### src/flcf_fifo.sv
// Small register queue with occupancy count
module flcf_fifo #(
	parameter int WIDTH = 8,
	parameter int DEPTH = 2
) (
	input  logic                       clk,
	input  logic                       arst_n,
	input  logic                       wr_en,
	input  logic [WIDTH-1:0]           wr_data,
	input  logic                       rd_en,
	output logic [WIDTH-1:0]           rd_data,
	output logic                       full,
	output logic                       empty,
	output logic [$clog2(DEPTH+1)-1:0] count
);

	localparam int PTR_W = $clog2(DEPTH);
	localparam int CNT_W = $clog2(DEPTH + 1);

	logic [WIDTH-1:0] mem_q [DEPTH];
	logic [PTR_W-1:0] wr_ptr_q;
	logic [PTR_W-1:0] rd_ptr_q;
	logic [CNT_W-1:0] count_q;
	logic             do_wr;
	logic             do_rd;

	assign full    = (count_q == CNT_W'(DEPTH));
	assign empty   = (count_q == '0);
	assign count   = count_q;
	assign rd_data = mem_q[rd_ptr_q];
	assign do_wr   = wr_en && !full;
	assign do_rd   = rd_en && !empty;

	always_ff @(posedge clk) begin
		if (do_wr) begin
			mem_q[wr_ptr_q] <= wr_data;
		end
	end

	always_ff @(posedge clk or negedge arst_n) begin
		if (!arst_n) begin
			wr_ptr_q <= '0;
			rd_ptr_q <= '0;
			count_q  <= '0;
		end else begin
			if (do_wr) begin
				wr_ptr_q <= wr_ptr_q + PTR_W'(1);
			end
			if (do_rd) begin
				rd_ptr_q <= rd_ptr_q + PTR_W'(1);
			end
			if (do_wr && !do_rd) begin
				count_q <= count_q + CNT_W'(1);
			end else if (do_rd && !do_wr) begin
				count_q <= count_q - CNT_W'(1);
			end
		end
	end

endmodule

### config.mk
export PLATFORM = sky130hd
export DESIGN_NAME = flcf_fifo
export DESIGN_NICKNAME = d
export VERILOG_FILES = /design/src/flcf_fifo.sv
export SDC_FILE = /design/constraint.sdc
export NUM_CORES = 1
export LEC_CHECK = 0
export ABC_CLOCK_PERIOD_IN_PS = 3100
export BUFFER_PORTS_ARGS = -buffer_cell sky130_fd_sc_hd__buf_4
export CAP_MARGIN = 20
export CORE_MARGIN = 1.5
export CORE_UTILIZATION = 36
export DETAILED_ROUTE_END_ITERATION = 10
export GPL_TIMING_DRIVEN = 0
export HOLD_SLACK_MARGIN = 0.05
export SLEW_MARGIN = 15
export SYNTH_ARGS = -nofsm -noshare
export SYNTH_HDL_FRONTEND = slang
export SYNTH_SLANG_ARGS = --single-unit
export TNS_END_PERCENT = 50
### constraint.sdc
create_clock -name clk -period 3.1 [get_ports clk]
set_input_delay 0.62 -clock clk [delete_from_list [all_inputs] [get_ports clk]]
set_output_delay 0.62 -clock clk [all_outputs]
set_load 0.005 [all_outputs]
# After elaboration in Yosys (flattened, before gate mapping)
# Memory sizes are Yosys's and may differ from the RTL's.
# Index checks and enable logic that the tools add are counted.
# word_totals
reg_bits	4
mem_bits_rw	16
inputBits	12
output_inout_bits	12
word_cells	23
n_memories	1
# memory_table
name	words	width	rd	rd_ports_with_merged_regs	wr	line_no	text
mem_q	2	8	1	0	1	20	logic [WIDTH-1:0] mem_q [DEPTH];
# classes
n_addsub	4
n_eq_ne	1
n_mux	4
n_reduce_logical	10
# op_table
cell	count
1-bit logical AND	4
1-bit zero test	4
2-bit two-way mux	2
1-bit adder (second input constant)	2
2-bit by 1-bit adder with 2-bit output (second input constant)	1
2-bit == test (second input constant)	1
2-bit zero test	1
1-bit two-way mux	2
2-bit nonzero test	1
2-bit by 1-bit subtractor with 2-bit output (second input constant)	1

# Logic depth before layout (Yosys ltp)
# logic_depth
depth_word	7
mapped_depth	7

# Worst setup path before layout
# No wires, ideal clock.
# synth_timing
kind	register to output
from	register rd_ptr_q
to	output port rd_data[2]
t_arrival_ps	841
required_ps	2480
path_slack_ps	1639
path_stages_with_launch	3
n_path_buf	1
path_cell_list	dfrtp_1 -> buf_2 -> mux2_2
# synth_between
elab_chain_cells	1
# synth_lines
element	line_no	text
start: declaration	22	logic [PTR_W-1:0] rd_ptr_q;
start signal: assignment	50	rd_ptr_q <= rd_ptr_q + PTR_W'(1);
memory read 2 x 8 bit	-	
end: declaration	11	output logic [WIDTH-1:0] rd_data,
# No other way between the ends.

# Final worst setup path
# Ends and elaborated chain as after synthesis.

==> results by group <==
Status
  • Result of the run: finished, final reports clean

Clocking
  • Clock Tree Buf Depth: 2
  • TritonCTS clock tree: built
  • # resized after CTS: 0
  • Total of hold buffers inserted after clock tree synthesis: 0
  • Cts bufs inserted: 3
  • H-tree levels: 1
  • Setup fix buffers added after clock tree synthesis: 0
  • Clock sink total: 20
  • Root Buffer: clkbuf_4
  • Source-to-sink clock delay at the later pin of the worst-skew pair: 0.28 ns
  • Clock-pin slew on the worst setup and hold paths: 0.10 ns

Synth
  • Largest area contributor in the synthesized netlist: edfxtp_1
  • Post-synthesis instance total: 44
  • Top cell type's share of synthesized area: 0.614
  • Sequential fraction of the synthesis area: 0.742
  • Number of synthesized register bits: 20
  • Synthesized area: 782 sq um
  • Number of warnings printed during yosys synthesis: 0
  • Net count after synthesis: 57
  • Post-synthesis area per instance: 17.8 sq um
  • Synth top area cells: edfxtp_1 61%, dfrtp_1 13%, mux2_1 8.6%
  • Synth cell types: 15

Pwr
  • Sequential fraction of design power: 0.468
  • Logic gate share of total power: 0.373
  • Internal power component: 0.638 mW
  • Peak VDD IR: 0.000535 V
  • Power Density: 873 mW/mm^2
  • Clock network fraction of design power: 0.159
  • Switching share of power: 0.287
  • Net switching power: 0.257 mW
  • Overall power of the completed layout: 0.894 mW
  • Leakage Power: 0.426 nW

Floorplanning
  • Overall die width: 49.6 microns
  • Boundary Pins: 24
  • Starting density of the core: 0.391
  • Placeable core region: 0.00200 sq mm
  • Floorplan row count: 16
  • Die Area: 0.00246 sq mm
  • Vertical die dimension: 49.6 microns

Placed design
  • DP Cell Count: 94
  • Total cell area at the placement stage: 988 sq um
  • Gp weighted congestion: 0.604
  • Port Buffers: 23
  • Pre-CTS WS: 1.36 ns
  • Hpwl dp: 840 microns

STA
  • Relative max-transition margin: 0.524
  • Setup repair after global routing missed its margin: false
  • Number of endpoints failing setup at the final stage: 0
  • Final clock period utilization by the worst path: 0.640
  • Worst hold-check slack: 0.110 ns
  • Count of final max-slew check failures: 0
  • Worst Tran Pin Value: 0.711 ns
  • Time the worst path needs with I/O delays and setup: 1.98 ns
  • Aggregate negative setup slack: 0 ns
  • Setup skew after layout: 0.00118 ns
  • Worst setup slack after layout: 1.12 ns
  • Hold Violations, Final: 0
  • Fmax: 504 MHz

Drt
  • Routed wirelength normalized by instance count: 11.8 microns
  • DRT antenna net count: 0
  • Via-to-Cell Ratio: 4.37
  • First-pass detailed-route iteration total: 3
  • Remaining DRCs: 0
  • Initial DRC Count: 8
  • Vias post-DR: 428
  • Detailed-route wire length: 1160 microns

Critical path
  • Critical path capture point type: primary output
  • Setup crit start kind: flip-flop
  • Crit Path Max Fanout: 9
  • Crit path from: rd_ptr_q
  • Arrival time reported for the critical path endpoint: 1.36 ns
  • Critical Setup Path Class: reg2out
  • Launching point of the worst reg2reg path: count[0]
  • Data required, critical path: 2.48 ns

Finish
  • Share of the core filled with cells: 0.512
  • Area taken by flip-flops and latches: 581 sq um
  • Layout overhead on the synthesized area: 31.0%
  • Footprint of the multi-input gates: 189 sq um
  • Fill cell instance count of the final layout: 184
  • # diodes: 0
  • Post-route standard cell area excluding fillers: 0.00102 sq mm
  • Net count of the finished layout: 85
  • Cell Count, Final, Fillers Out: 98
  • Share of final-layout standard cells stronger than drive strength 1: 0.451

Job
  • MaxCap Viol Count: 0

GRT
  • Global-route wire length before repair: 1840 microns
  • Maximum number of pins on one net before global-route repair: 12
  • Vias in the first global route: 417
  • Overall global routing resource usage: 0.101
  • Final global-route overflow total: 0
  • Number of antenna violations at the first check in global routing: 0

Hold path
  • Type of the tightest min-delay check: in2async
==> kinds of logic after synthesis <==
kind of cell,Yosys count,synth area share
XOR/XNOR,5,0.0656
AO/OA/AOI/OAI,1,0.00639
AND/OR/NAND/NOR,6,0.0384
multiplexers,8,0.115
flip-flops,20,0.742
adder cells (fa/ha/maj),1,0.0160
buffers and inverters,3,0.0160
==> worst paths after layout <==
path	end	slack (ns)	cells past startpoint
setup / recovery	rd_data[2]	1.12	3
hold / removal	wr_ptr_q	0.11	1
setup reg to reg	mem_q[0][6]	1.41	3
hold reg to reg	wr_ptr_q	0.53	1
max in group asynchronous	count[0]	2.89	1
min in group clk	mem_q[0][1]	0.51	1
==> layout make-up <==
type	count	share of cell area
tap	27	0.0330
buffer	1	0.00488
timing repair buffer	23	0.168
multi-input combinational	21	0.184
clock buffer	4	0.0354
sequential	20	0.567
inverter	2	0.00733
==> critical path, cell delays in order (launching register included) <==
cell     delay, ns
dfrtp_1       0.34
buf_2         0.24
mux2_2        0.36
buf_4         0.13
==> per-layer routing <==
layer | part of all wire | global-route usage | up-vias | wire, microns
li1 | - | - | 211 | -
met1 | 0.47 | 0.130 | 200 | 540
met2 | 0.48 | 0.164 | 17 | 552
met3 | 0.058 | 0.0303 | 0 | 67
met4 | 0 | 0.0278 | 0 | 0
met5 | 0 | 0 | - | 0
==> synthesized netlist by cell type <==
cell and count:
inv_1 2, xnor2_2 1, buf_2 1, xnor2_1 2, mux2_1 6, nand2_2 1
and3_1 1, dfrtp_1 4, nor2_1 3, edfxtp_1 16, ha_1 1, mux2_2 2
xor2_1 2, nand2b_1 1, o21ai_1 1
==> layout by cell type, fill, tap and decap left out <==
cell type,instances
mux2_1,6
buf_2,1
edfxtp_1,16
clkbuf_4,3
xor2_1,2
o21ai_1,1
dfrtp_1,4
mux2_2,2
clkbuf_8,1
nor2_1,3
and3_1,1
xnor2_2,1
xnor2_1,2
buf_4,23
nand2_2,1
inv_1,2
ha_1,1
nand2b_1,1
==> power by group through the flow <==
stage                     Clock [mW]  Sequential [mW]  Combinational, mW
after floorplan                    0            0.414              0.188
after global placement             0            0.418              0.335
after detailed placement           0            0.423              0.342
after CTS                      0.147            0.419              0.342
after global routing           0.157            0.425              0.367
final                          0.142            0.418              0.334
==> flip-flops by register name, summed over array words and instances (netlist names) <==
name      count
mem_q        16
wr_ptr_q      1
count         2
rd_ptr_q      1
(Power assumes the default switching activity.)
