--- config.mk ---
export PLATFORM = sky130hd
export DESIGN_NAME = flcf_front
export DESIGN_NICKNAME = d
export VERILOG_FILES = /design/src/flcf_pkg.sv /design/src/flcf_front.sv
export SDC_FILE = /design/constraint.sdc
export NUM_CORES = 1
export LEC_CHECK = 0
export BUFFER_PORTS_ARGS = -buffer_cell sky130_fd_sc_hd__buf_2
export CAP_MARGIN = 20
export CELL_PAD_IN_SITES_DETAIL_PLACEMENT = 1
export CELL_PAD_IN_SITES_GLOBAL_PLACEMENT = 1
export CORE_MARGIN = 3
export CORE_UTILIZATION = 42
export CTS_BUF_LIST = sky130_fd_sc_hd__clkbuf_8
export CTS_CLUSTER_SIZE = 8
export DETAILED_ROUTE_END_ITERATION = 10
export PLACE_DENSITY = 0.87
export SETUP_SLACK_MARGIN = 0.1
export SLEW_MARGIN = 25
export SYNTH_ARGS = -nofsm -noshare
export SYNTH_HDL_FRONTEND = slang
export SYNTH_SLANG_ARGS = --single-unit
--- constraint.sdc ---
create_clock -name clk -period 0.9 [get_ports clk]
set_input_delay 0.18 -clock clk [delete_from_list [all_inputs] [get_ports clk]]
set_output_delay 0.18 -clock clk [all_outputs]
set_load 0.01 [all_outputs]
--- src/flcf_pkg.sv ---
// Types, constants and register codes of the convolution filter
package flcf_pkg;

	localparam int SAMPLE_BITS  = 16;
	localparam int COEF_BITS    = 16;
	localparam int RESULT_BITS  = 34;
	localparam int NUM_COEFS    = 7;
	localparam int MAX_TAPS_DEF = 7;
	localparam int TAP_W        = 3;
	localparam int HALF_W       = 2;
	localparam int CFG_IDX_W    = 3;
	localparam int CFG_DATA_W   = 16;
	localparam int JOB_DEPTH    = 2;
	localparam int OUT_DEPTH    = 4;

	typedef logic signed [SAMPLE_BITS-1:0] sample_t;
	typedef logic signed [COEF_BITS-1:0]   coef_t;
	typedef logic signed [RESULT_BITS-1:0] acc_t;

	localparam coef_t COEF0_RESET = coef_t'(32767);

	typedef enum logic [CFG_IDX_W-1:0] {
		REG_HALF_LENGTH = 3'd0,
		REG_COEF_0      = 3'd1,
		REG_COEF_1      = 3'd2,
		REG_COEF_2      = 3'd3,
		REG_COEF_3      = 3'd4,
		REG_COEF_4      = 3'd5,
		REG_COEF_5      = 3'd6,
		REG_COEF_6      = 3'd7
	} cfg_reg_t;

	typedef struct packed {
		sample_t sample;
		logic    last_sample;
	} in_item_t;

	typedef struct packed {
		acc_t result;
		logic last_result;
	} out_item_t;

	typedef struct packed {
		logic [TAP_W-1:0] taps;
		logic             last;
	} job_ctl_t;

endpackage

--- src/flcf_front.sv ---
// Front end: sample intake, delay line and job classification
module flcf_front import flcf_pkg::*; #(
	parameter int LANES = NUM_COEFS,
	parameter int WIN_W = LANES * SAMPLE_BITS
) (
	input  logic              clk,
	input  logic              arst_n,
	input  logic              push,
	input  in_item_t          item,
	input  logic [HALF_W-1:0] half_length,
	input  logic              job_full,
	output logic              job_wr,
	output job_ctl_t          job_ctl,
	output logic [WIN_W-1:0]  job_win
);

	logic             accept;
	logic [TAP_W-1:0] taps_raw;
	sample_t          win [LANES];

	assign accept   = push && !job_full;
	assign job_wr   = accept;
	assign taps_raw = {half_length, 1'b1};

	always_comb begin
		job_ctl.last = item.last_sample;
		if (taps_raw > TAP_W'(LANES)) begin
			job_ctl.taps = TAP_W'(LANES);
		end else begin
			job_ctl.taps = taps_raw;
		end
	end

	assign win[0] = item.sample;

	if (LANES > 1) begin : g_delay
		sample_t dl_q [LANES-1];

		for (genvar j = 1; j < LANES; j++) begin : g_tap
			assign win[j] = dl_q[j-1];
		end

		always_ff @(posedge clk or negedge arst_n) begin
			if (!arst_n) begin
				for (int i = 0; i < LANES - 1; i++) begin
					dl_q[i] <= '0;
				end
			end else if (accept) begin
				for (int i = 0; i < LANES - 1; i++) begin
					if (item.last_sample) begin
						dl_q[i] <= '0;
					end else begin
						dl_q[i] <= win[i];
					end
				end
			end
		end
	end

	always_comb begin
		for (int j = 0; j < LANES; j++) begin
			job_win[j*SAMPLE_BITS +: SAMPLE_BITS] = win[j];
		end
	end

endmodule

==> results of run 1 <==
==> timing repair <==
action / 4_1_cts
gates resized for setup: 203
hold buffers: 1
hold endpoints to repair: 37
endpoints found under the setup margin: 193
cloned: 12
setup buffers: 94
==> cell families after synthesis <==
group	Yosys count
flops	96
other cells	1
simple gates	97
mux	96
buf+inv	41
==> synth_stat cells <==
cell	number
buf_4	22
nor2b_1	96
buf_2	9
conb_1	1
mux2_2	67
buf_6	5
clkbuf_1	5
mux2_4	29
nor2b_4	1
dfrtp_1	96
==> through the flow <==
stage | utilization [%] | std cells | setup WS, ps
floorplan | - | 331 | -206
global placement | 51.1 | 576 | -311
detailed placement | 51.1 | 576 | -342
CTS | 72.1 | 699 | -232
==> summary.md, run 1 <==
| Metric | Value |
|---|---|
| Number of top-level pins | 140 |
| Initial Utilization | 43.4% |
| Post-synthesis sequential element count | 96 |
| Synthesized area per cell | 13.6 sq um |
| Most area-hungry cell type in the Yosys netlist | dfrtp_1 |
| Run status | stopped before the end |
| Main combinational cell family by area after synthesis | multiplexers |
| Vertical die dimension | 109 microns |
| Floorplan die width | 109 microns |
| XOR/XNOR Fraction of Synth Area | 0% |
| Multiplexer area fraction after synthesis | 26.5% |
| Stage at which the flow ended | 5_1_grt |
| First error message | [ERROR DPL-0033] detailed placement checks failed during check placement. |
| Placer congestion estimate | 0.674 |
| Number of buffers between clock root and the deepest sink | 2 |
| Pin count of the biggest net entering global routing | 42 |
| Buffer cell driving the clock tree root | clkbuf_8 |
| Antenna violations before repair | 0 |
| DP HPWL | 7430 microns |
| Cells taking the most area after synthesis | dfrtp_1 53%, mux2_2 17%, nor2b_1 13% |
| Cell Area, Placed | 5300 sq um |
| Worst EP Category | primary output |
| Synth Instances | 331 |
| Buffers added on ports | 134 |
| Inserted Clock Buffers | 9 |
| Register area share after synthesis | 53.4% |
| Count of unique library cells instantiated by Yosys | 10 |
| H-tree levels | 3 |
| Yosys synthesis warning count | 0 |
| Post-synthesis instance area | 4500 sq um |
| Placement Rows | 37 |
| Adder-Cell Fraction of Synth Area | 0% |
| Post-synthesis compound-gate area fraction | 0% |
| # clock sinks | 96 |
| Simple-gate share of the synthesized area | 13.7% |
| Mapped Nets | 354 |
| Fraction of synthesized cell area taken by the top area cell type | 53.4% |
| Worst-path endpoint after global-route repair_timing | job_win[51] |
==> run 2: changes to the inputs <==
==> config.mk (replaced) <==
export PLATFORM = sky130hd
export DESIGN_NAME = flcf_front
export DESIGN_NICKNAME = d
export VERILOG_FILES = /design/src/flcf_pkg.sv /design/src/flcf_front.sv
export SDC_FILE = /design/constraint.sdc
export NUM_CORES = 1
export LEC_CHECK = 0
export BUFFER_PORTS_ARGS = -buffer_cell sky130_fd_sc_hd__buf_2
export CAP_MARGIN = 20
export CORE_MARGIN = 3
export CORE_UTILIZATION = 40
export DETAILED_ROUTE_END_ITERATION = 10
export PLACE_DENSITY_LB_ADDON = 0.15
export SLEW_MARGIN = 25
export SYNTH_ARGS = -nofsm -noshare
export SYNTH_HDL_FRONTEND = slang
export SYNTH_SLANG_ARGS = --single-unit
==> summary.md, run 2 <==
| Metric | Value |
|---|---|
| Largest fanout on the critical path | 2 |
| WL per Instance | 16.7 microns |
| Shortest period the worst path allows | 1190 ps |
| PnR worst setup slack | -293 ps |
| Count of unique library cells instantiated by Yosys | 10 (unchanged) |
| Max IR drop VDD | 0.000955 V |
| Post-layout net count | 571 |
| Ratio of final minimum period to clock period | 133% |
| Nature of the critical path startpoint | flop |
| Number of hold violations in the final report | 0 |
| Reported leakage power | 3.79 nW |
| Inserted Clock Buffers | 9 (unchanged) |
| Fraction of layout instances using a drive strength above 1 | 75.4% |
| Floorplan die width | 112 microns (was 109 microns) |
| Placed insts | 587 (was 576) |
| Fill cell total of the finished layout | 779 |
| Total congestion overflow after global routing | 0 |
| Pin count of the biggest net entering global routing | 46 |
| DRT antenna net count | 0 |
| First-pass GRT wire length | 16,600 microns |
| Cell area after layout | 7520 sq um |
| Comb power frac | 25.6% |
| Hold Crit Class | primary input to flop |
| DRT iter0 DRCs | 104 |
| EDFF count, synth | 0 (unchanged) |
| Iteration count of the initial detailed-routing pass | 4 |
| Number of buffers between clock root and the deepest sink | 2 (unchanged) |
| H-tree levels | 3 (unchanged) |
| Register area share after synthesis | 53.4% (unchanged) |
| Run status | complete, but fails checks (was stopped before the end) |
| Worst endpoint required time | 720 ps |
| RSZ-0062 raised after global routing | true |
| Synthesized area per cell | 13.6 sq um (unchanged) |
| Final wirelength | 11,600 microns |
| Flop pwr share | 45.0% |
| Largest clock skew in the final design | 9.13 ps |
| Clock tree from TritonCTS | done |
| CP Class | flop to primary output |
| Pwr dens | 1440 nW/um^2 |
| Area of combinational cells with multiple inputs | 2430 sq um |
| Yosys synthesis warning count | 0 (unchanged) |
| Share of total power in the clock network | 29.4% |
| Number of top-level pins | 140 (unchanged) |
| Fraction of power spent switching nets | 26.0% |
| Buffers added on ports | 134 (unchanged) |
| Number of max-cap violations | 0 |
| Fraction of synthesized cell area taken by the top area cell type | 53.4% (unchanged) |
| Number of setup violations in the final report | 166 |
| Final non-filler cell total | 693 |
| Cell internal power dissipation | 8.00 mW |
| Vertical die dimension | 112 microns (was 109 microns) |
| Hold Path Depth | 3 |
| Kind of end point of the critical path | primary output |
| Share of flip-flops with an asynchronous set or reset | 100% (unchanged) |
| Flip-flop cell with the highest count after synthesis | dfrtp_1 (unchanged) |
| Core region area | 10,900 sq um |
| Buffer cell driving the clock tree root | clkbuf_8 (unchanged) |
| Antenna cell count | 0 |
| Violations in the final reports | negative setup slack |
| Number of vias per cell | 4.60 |
| Placer congestion estimate | 0.715 (was 0.674) |
| Synth Instances | 331 (unchanged) |
| Tightest hold margin | 173 ps |
| Post-synthesis sequential element count | 96 (unchanged) |
| Reg2reg path depth | 3 |
| Clock transition time at the flip-flop clock pins of the worst setup and hold paths | 100 ps |
| Most frequent standard cell in the layout excluding fill and tap cells | buf_2 |
| # clock sinks | 96 (unchanged) |
| Most frequent cells in the layout | 102 x buf_2, 98 x buf_6, 96 x dfrtp_1 |
| Fmax | 838 MHz |
| Die footprint | 12,500 sq um |
| Global-route total usage across every layer | 16.5% |
| Vias | 3,191 |
| Synthesis-to-finish area growth | 67.2% |
| Antenna violations before repair | 0 |
| Number of global-route vias before repair | 3,158 |
| DP HPWL | 6240 microns (was 7430 microns) |
| Cell Area, Placed | 5350 sq um (was 5300 sq um) |
| Mapped Nets | 354 (unchanged) |
| Total power | 10.8 mW |
| Most area-hungry cell type in the Yosys netlist | dfrtp_1 (unchanged) |
| Initial Utilization | 41.3% (was 43.4%) |
| NetSw | 2.81 mW |
| Max reg flops | 96 |
| Sequential Area | 2400 sq um |
| Leading post-synthesis cells by instance count | 96 x dfrtp_1, 96 x nor2b_1, 67 x mux2_2 (unchanged) |
| Number of max-slew violations in the final report | 0 |
| Placement Rows | 38 (was 37) |
| Post-synthesis instance area | 4500 sq um (unchanged) |
| Cells taking the most area after synthesis | dfrtp_1 53%, mux2_2 17%, nor2b_1 13% (unchanged) |
| DRC violations left | 0 |
| Clock network latency to the later pin of the worst-skew pair | 360 ps |
| Setup slack after placement | -358 ps (was -342 ps) |
| Worst EP arrival | 1010 ps |
run 2: cell counts after synthesis:
No cell type changed its count.
run 2: stage by stage:
| step | utilization (%) | setup TNS (ps) |
|---|---|---|
| floorplan | - | -16410 |
| global placement | 49.1 | -29820 |
| detailed placement | 49.1 | -31280 |
| CTS | 59.7 | -25300 |
| global route | 69.1 | -31390 |
| finish | 69.1 | -24740 |
run 2: cell type report:
cell class	instances	area share [%]
clock buffer	11	1.88
clock inverter	5	1.07
multi-input combinational	194	32.4
sequential	96	32.0
tap	140	2.33
timing repair buffer	247	30.4
run 2: worst max-delay path, stage by stage (launching register included):
cell and delay [ps]:
dfrtp_1 420, buf_6 130, buf_6 110
run 2: cells by family (layout without fill, tap and decap cells):
family	Yosys count	count (layout)	synth area share, %
other	1	1	0.0834
AND/OR/NAND/NOR	97	97	13.7
flip-flops	96	96	53.4
buffers and inverters	41	263	6.35
multiplexers	96	96	26.5
run 2: repair_timing:
item / CTS / global route
hold endpoints to repair: 96 / 0
setup endpoints to repair: 133 / 190
setup buffers: 62 / 18
gates cloned: 1 / 8
hold buffers: 1 / 0
resized for setup: 92 / 163
run 2: power groups by stage:
stage / Sequential, mW / Clock [mW] / Combinational (mW)
6_report: 4.86 / 3.17 / 2.77
5_1_grt: 4.90 / 3.46 / 2.95
4_1_cts: 4.82 / 3.23 / 2.23
3_5_place_dp: 4.92 / 0 / 1.63
3_3_place_gp: 4.91 / 0 / 1.61
2_1_floorplan: 5.03 / 0 / 0.823
run 2: final timing paths:
| path | startpoint | end | slack [ps] |
|---|---|---|---|
| min in group asynchronous | arst_n | job_win[106]$_DFFE_PN0P_ | 330 |
| max in group asynchronous | arst_n | job_win[48]$_DFFE_PN0P_ | 310 |
| hold reg to reg | job_win[103]$_DFFE_PN0P_ | job_win[103]$_DFFE_PN0P_ | 520 |
| hold / removal | item[14] | job_win[29]$_DFFE_PN0P_ | 170 |
| setup / recovery | job_win[73]$_DFFE_PN0P_ | job_win[73] | -290 |
| setup reg to reg | job_win[77]$_DFFE_PN0P_ | job_win[93]$_DFFE_PN0P_ | -160 |
run 2: layer usage:
metal	vias to the layer above	track usage, %	part of all wire [%]
met1	1570	23.2	46
met3	11	4.04	6.3
met4	0	6.25	1.0
li1	1516	-	-
met5	-	0	0
met2	94	25.0	47
No activity file was read; power rests on OpenSTA's default activity.
